--- config.mk ---
export PLATFORM = sky130hd
export DESIGN_NAME = bcr_controller
export DESIGN_NICKNAME = d
export VERILOG_FILES = /design/src/design/bcr_pkg.sv /design/src/design/bcr_controller.sv
export SDC_FILE = /design/constraint.sdc
export NUM_CORES = 1
export LEC_CHECK = 0
export BUFFER_PORTS_ARGS = -buffer_cell sky130_fd_sc_hd__buf_2
export CAP_MARGIN = 40
export CORE_AREA = 4 4 41 43
export CTS_BUF_LIST = sky130_fd_sc_hd__clkbuf_8
export CTS_CLUSTER_SIZE = 30
export DETAILED_ROUTE_END_ITERATION = 10
export DIE_AREA = 0 0 45 47
export SLEW_MARGIN = 20
export SYNTH_ARGS = -nofsm -noshare
export SYNTH_HDL_FRONTEND = slang
export SYNTH_SLANG_ARGS = --single-unit
--- constraint.sdc ---
create_clock -name clk -period 1.4 [get_ports clk]
set_input_delay 0.21 -clock clk [delete_from_list [all_inputs] [get_ports clk]]
set_output_delay 0.21 -clock clk [all_outputs]
set_load 0.005 [all_outputs]
--- src/design/bcr_pkg.sv ---
// Shared types and constants for the bucket clock replacement block.
// Holds request/response payload structs and controller/datapath link structs.
// No dependencies.
package bcr_pkg;

  localparam int MAX_BUCKET_POWER_DEF = 10;
  localparam int COUNTER_BITS_DEF     = 8;
  localparam int ITEMS_W              = 16;
  localparam int VICTIM_W             = 10;
  localparam int CFG_W                = 4;

  localparam logic [CFG_W-1:0]   BUCKET_POWER_RST = 4'd10;
  localparam logic [ITEMS_W-1:0] ITEMS_MAX        = {ITEMS_W{1'b1}};

  // Request mode codes
  localparam logic [2:0] MODE_FIND    = 3'd0;
  localparam logic [2:0] MODE_INSERT  = 3'd1;
  localparam logic [2:0] MODE_DELETE  = 3'd2;
  localparam logic [2:0] MODE_REPLACE = 3'd3;
  localparam logic [2:0] MODE_BUMP    = 3'd4;
  localparam logic [2:0] MODE_EVICT   = 3'd5;

  typedef struct packed {
    logic [2:0]  mode;
    logic [31:0] hash_value;
    logic        outcome_ok;
    logic [7:0]  class_id;
  } req_t;

  typedef struct packed {
    logic [ITEMS_W-1:0]  removed_count;
    logic [VICTIM_W-1:0] victim_bucket;
    logic                evicted;
  } rsp_t;

  // Controller to datapath
  typedef struct packed {
    logic clear_wr;
    logic load_item;
    logic acc_write;
    logic sw_read;
    logic sw_check;
    logic out_load;
  } ctl_cmd_t;

  // Datapath to controller
  typedef struct packed {
    logic clear_last;
    logic op_access;
    logic op_evict;
    logic sweep_hit;
    logic sweep_last;
    logic out_free;
  } dp_status_t;

endpackage

--- src/design/bcr_controller.sv ---
// Sequencer of the bucket clock replacement block: clearing pass, access
// read-modify-write, eviction sweep and response hand-off.
// Depends on bcr_pkg.
module bcr_controller (
  input  logic                clk,
  input  logic                rst,
  input  logic                req_valid,
  output logic                req_stall,
  input  bcr_pkg::dp_status_t status,
  output bcr_pkg::ctl_cmd_t   cmd
);
  import bcr_pkg::*;

  localparam logic [2:0] ST_CLEAR    = 3'd0;
  localparam logic [2:0] ST_IDLE     = 3'd1;
  localparam logic [2:0] ST_LOOK     = 3'd2;
  localparam logic [2:0] ST_UPDATE   = 3'd3;
  localparam logic [2:0] ST_SW_READ  = 3'd4;
  localparam logic [2:0] ST_SW_CHECK = 3'd5;
  localparam logic [2:0] ST_PUSH     = 3'd6;

  logic [2:0] state;
  logic [2:0] state_next;

  always_comb begin
    state_next = state;
    cmd        = '0;
    case (state)
      ST_CLEAR: begin
        cmd.clear_wr = 1'b1;
        if (status.clear_last) begin
          state_next = ST_IDLE;
        end
      end
      ST_IDLE: begin
        if (req_valid) begin
          cmd.load_item = 1'b1;
          state_next    = ST_LOOK;
        end
      end
      ST_LOOK: begin
        if (status.op_access) begin
          state_next = ST_UPDATE;
        end else if (status.op_evict) begin
          state_next = ST_SW_READ;
        end else begin
          state_next = ST_PUSH;
        end
      end
      ST_UPDATE: begin
        cmd.acc_write = 1'b1;
        state_next    = ST_PUSH;
      end
      ST_SW_READ: begin
        cmd.sw_read = 1'b1;
        state_next  = ST_SW_CHECK;
      end
      ST_SW_CHECK: begin
        cmd.sw_check = 1'b1;
        if (status.sweep_hit || status.sweep_last) begin
          state_next = ST_PUSH;
        end else begin
          state_next = ST_SW_READ;
        end
      end
      ST_PUSH: begin
        if (status.out_free) begin
          cmd.out_load = 1'b1;
          state_next   = ST_IDLE;
        end
      end
      default: begin
        state_next = ST_IDLE;
      end
    endcase
  end

  always_ff @(posedge clk) begin
    if (rst) begin
      state <= ST_CLEAR;
    end else begin
      state <= state_next;
    end
  end

  assign req_stall = (state != ST_IDLE);

endmodule

; Word-level counts from Yosys, hierarchy flattened
; Cells that the tools add are included.
[word_totals]
ff_bits = 3
latch_bits = 0
ramBits = 0
rom_bits = 0
in_bits = 9
out_inout_bits = 7
elab_cells = 29
memories = 0
[op_classes]
add_sub_neg = 0
n_mul = 0
div_mod_pow = 0
order_cmp = 0
n_eq_ne = 10
n_shift = 0
mux = 15
bitwise_logic = 0
reduce_logical = 3
[ops]
columns = op, count
row1 = $pmux W3 S7, 1
row2 = $mux W3, 4
row3 = $eq A3 B3 Y1 const B, 3
row4 = $mux W1, 8
row5 = $eq A3 B2 Y1 const B, 2
row6 = $ne A2 B2 Y1 const B, 3
row7 = $mux W2, 2
row8 = $eq A3 B1 Y1 const B, 1
row9 = $logic_not A3 Y1, 1
row10 = $ne A3 B1 Y1 const B, 1
row11 = $reduce_and A3 Y1, 1
row12 = $logic_or A1 B1 Y1, 1

; Longest topological paths before layout
; Gate-level depths: netlist (run 1).
[depth]
ltp_word = 3
mapped_depth = 4
mapped_depth_nobuf = 3

; Least setup slack after synthesis (run 1)
; Ideal clock, no wire load.
[synth_timing]
path_type = flip-flop to flip-flop
startpoint = reg state[0]
endpoint = reg state[1]
setup_time_ns = 0.088
t_arrival_ns = 1.054
t_required_ns = 1.312
slack_ns = 0.258
stages_incl_launch_ff = 5
path_buffers = 1
period_less_slack_ns = 1.142
cell_sequence = dfxtp_1 buf_4 inv_2 o311a_1 a311oi_2
[synth_between]
elab_chain_cells = 3
word_cells_on_any_way = 12
classes_between = eq/ne: 9 / mux: 1 / reduce/logical: 2
[synth_rtl]
columns = item, line_no
row1 = "start, declared", bcr_controller.sv:22  ; logic [2:0] state;
row2 = "start signal, assigned", bcr_controller.sv:82  ; state <= state_next;
row3 = $eq A3 B3 Y1 (tied with other cells), bcr_controller.sv:28  ; case (state)
row4 = $ne A2 B2 Y1 (no source line), --
row5 = $reduce_and A3 Y1 (no source line), --
; Several ways; a longest one is shown, not always the timed one.
; A chain may end at the register's enable or synchronous reset.

==> results of run 1 <==
[worst max-delay path, stage by stage, from the launching register on]
cell     delay (ns)
dfxtp_1        0.32
buf_4          0.16
nor3b_4        0.19
and2_1         0.14
buf_2          0.10
[final cells by class]
class / count / area [um^2] / area share [%]
well taps: 15 / 18.8 / 4.30
clock buffers: 3 / 41.3 / 9.46
multi-input cells: 24 / 183 / 41.8
clock inverters: 1 / 3.75 / 0.860
flip-flops and latches: 3 / 62.6 / 14.3
repair buffers: 19 / 105 / 24.1
inverters: 6 / 22.5 / 5.16
[where the power goes]
group	switching, mW	internal, mW	leakage, nW
combinational	0.0248	0.0322	0.163
clock	0.0524	0.186	0.0269
sequential	0.00433	0.0894	0.0252
total	0.0816	0.308	0.215
[timing repair]
action                                  in CTS  in global routing
hold buffers                                 0                  0
resized for setup                            2                  2
endpoints found under the setup margin       1                  1
[through the flow]
step,power [mW],hold slack (ns)
2_1_floorplan,0.123,0.272
3_3_place_gp,0.149,0.396
3_5_place_dp,0.149,0.395
4_1_cts,0.393,0.175
5_1_grt,0.413,0.166
6_report,0.389,0.171
[synthesized netlist by cell type, types with 2 or more instances]
library cell,number
nor2_1,2
dfxtp_1,3
inv_1,5
buf_4,2
nor3_1,4
o21ai_0,2
[placed cells by master (no fill, tap or decap), drive strengths merged]
| cell type | count |
|---|---|
| nor3b | 1 |
| o211ai | 1 |
| a221o | 1 |
| dfxtp | 3 |
| nor3 | 4 |
| o21ai | 2 |
| or2b | 1 |
| or3b | 1 |
| mux2i | 1 |
| buf | 19 |
| o311a | 1 |
| and3 | 1 |
| nor2 | 2 |
| a311oi | 1 |
| a211o | 1 |
| a21oi | 2 |
| and4bb | 1 |
| nand2 | 2 |
| clkbuf | 3 |
| inv | 7 |
| and2 | 1 |
[layer usage]
metal  vias up  GRT usage (%)  wire (um)
met5         -              0          0
met4         0           1.75          0
met3         0           2.68         81
met2        14           10.7        305
met1       143           9.55        307
li1        166              -          -
[logic make-up (layout without fill, tap and decap cells)]
kind of cell    after synthesis  in the layout  synth area share (%)
buf+inv                       8             29                  14.0
compound gates                9              9                  27.9
mux                           1              1                  3.72
flops                         3              3                  22.3
simple gates                 14             14                  32.1
[worst max-delay path by stage]
stage | end | slack (ns) | depth (start not counted)
global placement | cmd[4] | 0.16 | 4
detailed placement | cmd[4] | 0.17 | 4
CTS | cmd[4] | 0.05 | 3
floorplan | state[1] | 0.26 | 4
global route | cmd[4] | -0.01 | 4
finish | cmd[4] | 0.08 | 4
==> results.md, run 1 <==
* Top reg by flops: state
* Setup crit start kind: flop
* Register area share after synthesis at around 22%
* Max Fclk at 755 MHz
* CP Launch Point: state[1]
* Yosys top cell area share at between 20 and 25%
* Max-slew violation count at 0
* CP Class: flop to output pin
* Die height at between 40 and 50 um
* Hold Path Class: input pin to flop
* Layout cell share with drive strength beyond 1 at about half
* Wirelength per Cell at between 9 and 10 um
* Largest net degree at the start of global routing at 8
* Max_slew headroom at between 80% and 90%
* Nature of the critical path endpoint: output pin
* Actual slew at the worst max-slew pin at approximately 0.29 ns
* LEAKAGE at between 0.2 and 0.25 nW
* TNS Setup at 0 ns
* Cell area after layout at approximately 440 um^2
* CTS root buffer: clkbuf_8
* Fin util at approximately 34%
* DRC viols at 0
* Die width at around 45 um
* Mean post-synth cell area at a little under 8 um^2
* Routed WL at 694 um
* RR Endpoint: state[1]
* Final period utilization at ~95%
* Hold path cells at 2
* Ys flop type: dfxtp_1
* Clock sink count at 3
* VDD IR-drop max at approximately 0.00063 V
* First-pass GRT wire length at 1100 um
* Die Area at 2120 um^2
* CP required at 1.19 ns
* Hold Startpoint: rst
* R2R Setup Slk at 0.24 ns
* Largest regs: state (3)
* Clk_skew at approximately 0.0011 ns
* Flops & latches, synth at 3
* Synth Instances at 35
* Placer Congestion at about 0.73
* CTS HTree Levels at 1
* Post-CTS Setup Repair Bufs at 0
* Syn nets at 44
* Antenna diode count at 0
* EDFF count, synth at 0
* Synth area leaders: dfxtp_1, nor3_1, inv_1
* Vias in the first global route at around 270
* Area Overhead vs Synth at 62.3%
* Sink of the worst hold path: state[0]
* Final Setup Violations at 0
* Vias per cell at 4.55
* Synth warn at 0
* Nets at 66
* Largest area contributor in the netlist: dfxtp_1
* Worst-path clk slew at about 0.03 ns
* CTS Buf Count at 3
* Status: finished, final reports clean
* Gr usage total at between 7 and 8%
* Core footprint at ~1300 um^2
* Post-DP Area at ~380 um^2
* Power Dens Cells at ~900 nW/um^2
* CTS tree: yes
* Initial DRC Count at 1
* # IOs at 16
* Final hold violation count at 0
* Clock Path Buffers at 2
* Syn Std Cell Area at 269 um^2
* Asr flop ratio synth at 0%
* Global route overflow at 0
* Clk_lat worst skew at roughly 0.21 ns
* ANT nets after route at 0
* Max_cap viols at 0
* Initial Utilization at 20.7%
* Synth cell types at 23
* Worst reg2reg startpoint: state[0]
* Worst Setup Slack, final at 0.0758 ns
* Register-to-Register Path Depth at 3
* Drt pass-1 iters at 4
* Critical path arrival at 1.11 ns
* Row count at 13
* Setup Slack @ Placement at approximately 0.17 ns
* Fin crit period at 1.32 ns
* # fillers at 154
* Non-filler cells, final at 71
* Initial antenna violation count at 0
* IO Port Bufs at 15
* Worst Path Max Fanout at 4
* Max reg flops at 3
* Via count at roughly 320
* Inst Count DP at 67
Power figures use the tool's default switching activity.
==> inputs of run 2 (changes only) <==
--- a/config.mk
+++ b/config.mk
@@ -12,6 +12,7 @@
 export CTS_CLUSTER_SIZE = 30
 export DETAILED_ROUTE_END_ITERATION = 10
 export DIE_AREA = 0 0 45 47
+export SETUP_SLACK_MARGIN = 0.1
 export SLEW_MARGIN = 20
 export SYNTH_ARGS = -nofsm -noshare
 export SYNTH_HDL_FRONTEND = slang
==> results.md, run 2 (synthesis results as in run 1) <==
* Status: finished, final reports clean
* NetSw at slightly above 0.08 mW
* Core footprint at approximately 1300 um^2
* Die width at 45 um
* Vias per cell at ~4.4
* Largest stage delay on the critical path at between 0.3 and 0.4 ns
* Sequential share of power at 23.7%
* CTS Buf Count at 3
* Logic gate share of total power at about 15%
* VDD IR-drop max at 0.000628 V
* # IOs at 16
* Total power draw at around 0.39 mW
* Worst Path Max Fanout at 4
* Drt pass-1 iters at 4
* Clk_skew at 0.000854 ns
* Die Area at 2120 um^2
* Max-slew violation count at 0
* Hold Startpoint: rst
* Setup crit start kind: flop
* Nature of the critical path endpoint: output pin
* Fin util at a little over a third
* R2R Setup Slk at 0.22 ns
* Top reg by flops: state
* Sink of the worst hold path: state[0]
* Routed WL at about 700 um
* Final period utilization at ~93%
* First-pass GRT wire length at about 1100 um
* Clk_lat worst skew at about 0.21 ns
* Die height at roughly 47 um
* Max Fclk at around 770 MHz
* Global route overflow at 0
* Hold Path Class: input pin to flop
* Layout cell share with drive strength beyond 1 at approximately 58%
* RR Endpoint: state[0]
* CTS tree: yes
* Critical path arrival at around 1.1 ns
* Initial Utilization at about 21%
* Via count at 320
* DRC viols at 0
* CP required at 1.19 ns
* CTS root buffer: clkbuf_8
* Most frequent cells in the layout: buf_2, inv_1, buf_4, nor3_1, clkbuf_8
* Max reg flops at 3
* Area Overhead vs Synth at 69.8%
* Fin crit period at around 1.3 ns
* ANT nets after route at 0
* Vias in the first global route at about 270
* Max_slew headroom at 80.8%
* Row count at 13
* Most common cell after layout, fill and taps aside: buf_2
* Placer Congestion at approximately 0.73
* Initial DRC Count at 2
* Antenna diode count at 0
* Min Hold Slack at approximately 0.17 ns
* Sw Ratio at 20.7%
* Clock Path Buffers at 2
* TNS Setup at 0 ns
* CP Class: flop to output pin
* Power Dens Cells at between 800 and 900 nW/um^2
* Critical Path, Cell by Cell: buf_6 > nor3b_4 > and2_1 > buf_2
* Wirelength per Cell at ~9.5 um
* Gr usage total at slightly above 7%
* Nets at 67
* Final Setup Violations at 0
* Initial antenna violation count at 0
* Clock sink count at 3
* Cell area after layout at 457 um^2
* Unrepaired setup endpoints after global routing: yes
* Int Power at between 0.3 and 0.4 mW
* IO Port Bufs at 15
* Max_cap viols at 0
* Clock Power Share at roughly 61%
* Worst reg2reg startpoint: state[1]
* Final hold violation count at 0
* Actual slew at the worst max-slew pin at ~0.29 ns
* Largest regs: state (3)
* Worst-path clk slew at around 0.03 ns
* Slowest CP cell: dfxtp_2
* Register-to-Register Path Depth at 5
* CTS HTree Levels at 1
* Hold path cells at 2
* LEAKAGE at 0.223 nW
* Largest net degree at the start of global routing at 8
* Post-DP Area at about 380 um^2
[run 2: cell count changes in the layout (fill, tap and decap cells not counted)]
cell | before | now
buf_6 | 0 | 1
dfxtp_1 | 1 | 0
dfxtp_4 | 0 | 1
inv_1 | 6 | 5
inv_2 | 1 | 2
nor3_1 | 4 | 3
nor3_2 | 0 | 1
[run 2: worst max-delay path by stage]
stage,from,endpoint
after floorplan,state[0],state[1]
after global placement,state[1],cmd[4]
after detailed placement,state[1],cmd[4]
after CTS,state[0],cmd[4]
after global routing,state[1],cmd[4]
final,state[1],cmd[4]
[run 2: critical path, delay by kind of cell (launching register included)]
kind / cells / cell delay, ns
simple gates: 2 / 0.34
flops: 1 / 0.32
buf+inv: 2 / 0.22
[run 2: power by group through the flow]
stage,registers (mW),logic (mW),clock network (mW)
finish,0.0920,0.0591,0.237
global route,0.0929,0.0667,0.255
CTS,0.0931,0.0555,0.244
detailed placement,0.0942,0.0548,0
global placement,0.0938,0.0548,0
floorplan,0.0915,0.0319,0
[run 2: stage by stage]
stage               setup WS (ns)  cells
detailed placement          0.174     67
global route               0.0152     72
floorplan                   0.258     35
finish                     0.0945     72
CTS                        0.0483     71
global placement            0.160     67
[run 2: metal layers]
metal	track usage (%)	up-vias	part of all wire (%)
li1	-	169	-
met1	9.55	139	44
met2	10.7	12	45
met3	2.68	0	11
met4	1.75	0	0
met5	0	-	0
[run 2: area by class of cell]
| class | instances | area (um^2) |
|---|---|---|
| Clock buffer | 3 | 41.3 |
| Clock inverter | 1 | 3.75 |
| Fill cell | 150 | 845 |
| Inverter | 6 | 22.5 |
| Multi-Input combinational cell | 24 | 188 |
| Sequential cell | 3 | 66.3 |
| Tap cell | 15 | 18.8 |
| Timing Repair Buffer | 20 | 116 |
[run 2: what timing repair did]
action	in CTS	in global routing
hold endpoints to repair	0	0
pin swaps	0	2
setup buffers	0	1
gates resized for setup	2	7
hold buffers	0	0
setup endpoints to repair	6	7
==> inputs of run 3 (changes only) <==
--- a/config.mk
+++ b/config.mk
@@ -7,11 +7,15 @@
 export LEC_CHECK = 0
 export BUFFER_PORTS_ARGS = -buffer_cell sky130_fd_sc_hd__buf_2
 export CAP_MARGIN = 40
-export CORE_AREA = 4 4 41 43
+export CELL_PAD_IN_SITES_DETAIL_PLACEMENT = 1
+export CELL_PAD_IN_SITES_GLOBAL_PLACEMENT = 1
+export CORE_AREA = 2 2 39 41
 export CTS_BUF_LIST = sky130_fd_sc_hd__clkbuf_8
 export CTS_CLUSTER_SIZE = 30
 export DETAILED_ROUTE_END_ITERATION = 10
-export DIE_AREA = 0 0 45 47
+export DIE_AREA = 0 0 41 43
+export PLACE_DENSITY_LB_ADDON = 0.1
+export REMOVE_ABC_BUFFERS = 1
 export SETUP_SLACK_MARGIN = 0.1
 export SLEW_MARGIN = 20
 export SYNTH_ARGS = -nofsm -noshare
==> results.md, run 3 (synthesis results as in run 1) <==
* Setup Slack @ Placement at 0.153 ns
* Max_slew headroom at approximately 81%
* TNS Setup at 0 ns
* Die height at ~43 um
* Critical path arrival at approximately 1.1 ns
* # IOs at 16
* Max Fclk at 778 MHz
* Most common cell after layout, fill and taps aside: buf_2
* CTS root buffer: clkbuf_8
* Placer Congestion at around 0.71
* Actual slew at the worst max-slew pin at 0.287 ns
* Worst Setup Slack, final at ~0.12 ns
* First-pass GRT wire length at between 1000 and 1500 um
* Nets at 64
* Final hold violation count at 0
* Core footprint at roughly 1400 um^2
* Top reg by flops: state
* Area Overhead vs Synth at 60.5%
* Hold-fix buffers at CTS at 0
* Gr usage total at 11.5%
* Status: finished, final reports clean
* Routed WL at about 860 um
* Wirelength per Cell at between 10 and 15 um
* CP required at around 1.2 ns
* Resized cells post-CTS at 4
* Clk_skew at ~0.0013 ns
* Die width at 41 um
* ANT nets after route at 0
* Vias in the first global route at 317
* Unrepaired setup endpoints after global routing: yes
* Vias per cell at 4.69
* Via count at ~330
* IO Port Bufs at 15
* LEAKAGE at 0.206 nW
* Largest regs: state (3)
* DRC viols at 0
* Setup crit start kind: flop
* Power Dens Cells at 913 nW/um^2
* Row count at 14
* Drt pass-1 iters at 3
* Max_cap viols at 0
* Max-slew violation count at 0
* Most frequent cells in the layout: buf_2, inv_1, nor3_1, clkbuf_8
* Die Area at 1760 um^2
* Largest net degree at the start of global routing at 9
* Post-CTS Setup Repair Bufs at 0
* Max reg flops at 3
* Clock sink count at 3
* Initial antenna violation count at 0
* Antenna diode count at 0
* Clk_lat worst skew at around 0.22 ns
* Nature of the critical path endpoint: output pin
* Hold Path Class: input pin to flop
* Final Setup Violations at 0
* Final period utilization at ~92%
* CTS tree: yes
* CP Class: flop to output pin
* CTS HTree Levels at 1
* Post-DP HPWL at about 670 um
* Initial DRC Count at 4
* # fillers at around 180
* Worst Path Max Fanout at 8
* Initial Utilization at between 10% and 20%
* Fin crit period at about 1.3 ns
* Clock Path Buffers at 2
* Worst-path clk slew at ~0.030 ns
* VDD IR-drop max at between 0.0002 and 0.00025 V
* Global route overflow at 0
* CTS Buf Count at 3
* Layout cell share with drive strength beyond 1 at 55.6%
==> run 3: cell type report <==
class | count | area [um^2] | share of cell area [%]
Clock buffer | 3 | 41.3 | 9.57
Clock inverter | 1 | 3.75 | 0.870
Inverter | 6 | 22.5 | 5.22
Multi-Input combinational cell | 24 | 188 | 43.5
Sequential cell | 3 | 66.3 | 15.4
Tap cell | 16 | 20.0 | 4.64
Timing Repair Buffer | 17 | 90.1 | 20.9
==> run 3: critical path: stages, from the launching register on <==
cell	delay, ns
dfxtp_2	0.39
nor3b_4	0.22
and2_1	0.14
buf_2	0.10
==> run 3: final timing paths <==
path                            endpoint     start  cells past startpoint  slack, ns
worst max-delay path              cmd[4]  state[0]                      3       0.12
worst min-delay path            state[0]       rst                      2       0.16
worst max register to register  state[1]  state[1]                      3       0.20
worst min register to register  state[1]  state[0]                      2       0.55
==> run 3: through the flow <==
stage | instance area, um^2 | power, mW | hold slack, ns | utilization, % | std cells
floorplan | 254 | 0.120 | 0.272 | - | 33
global placement | 364 | 0.148 | 0.387 | 26.3 | 66
detailed placement | 364 | 0.149 | 0.391 | 26.3 | 66
CTS | 417 | 0.400 | 0.157 | 30.1 | 70
global route | 432 | 0.417 | 0.160 | 31.2 | 70
finish | 432 | 0.394 | 0.160 | 31.2 | 70
==> run 3: power by group <==
group	total (mW)	switching (mW)	leakage [nW]	internal, mW
clock network	0.244	0.0570	0.0269	0.187
registers	0.0936	0.00599	0.0260	0.0877
logic	0.0568	0.0248	0.154	0.0321
==> run 3: routing by layer <==
layer	share of wire [%]	track usage, %	vias to the layer above
met3	7.6	2.09	3
met1	45	14.4	146
met4	3.1	12.0	0
li1	-	-	163
met5	0	0	-
met2	44	15.0	16
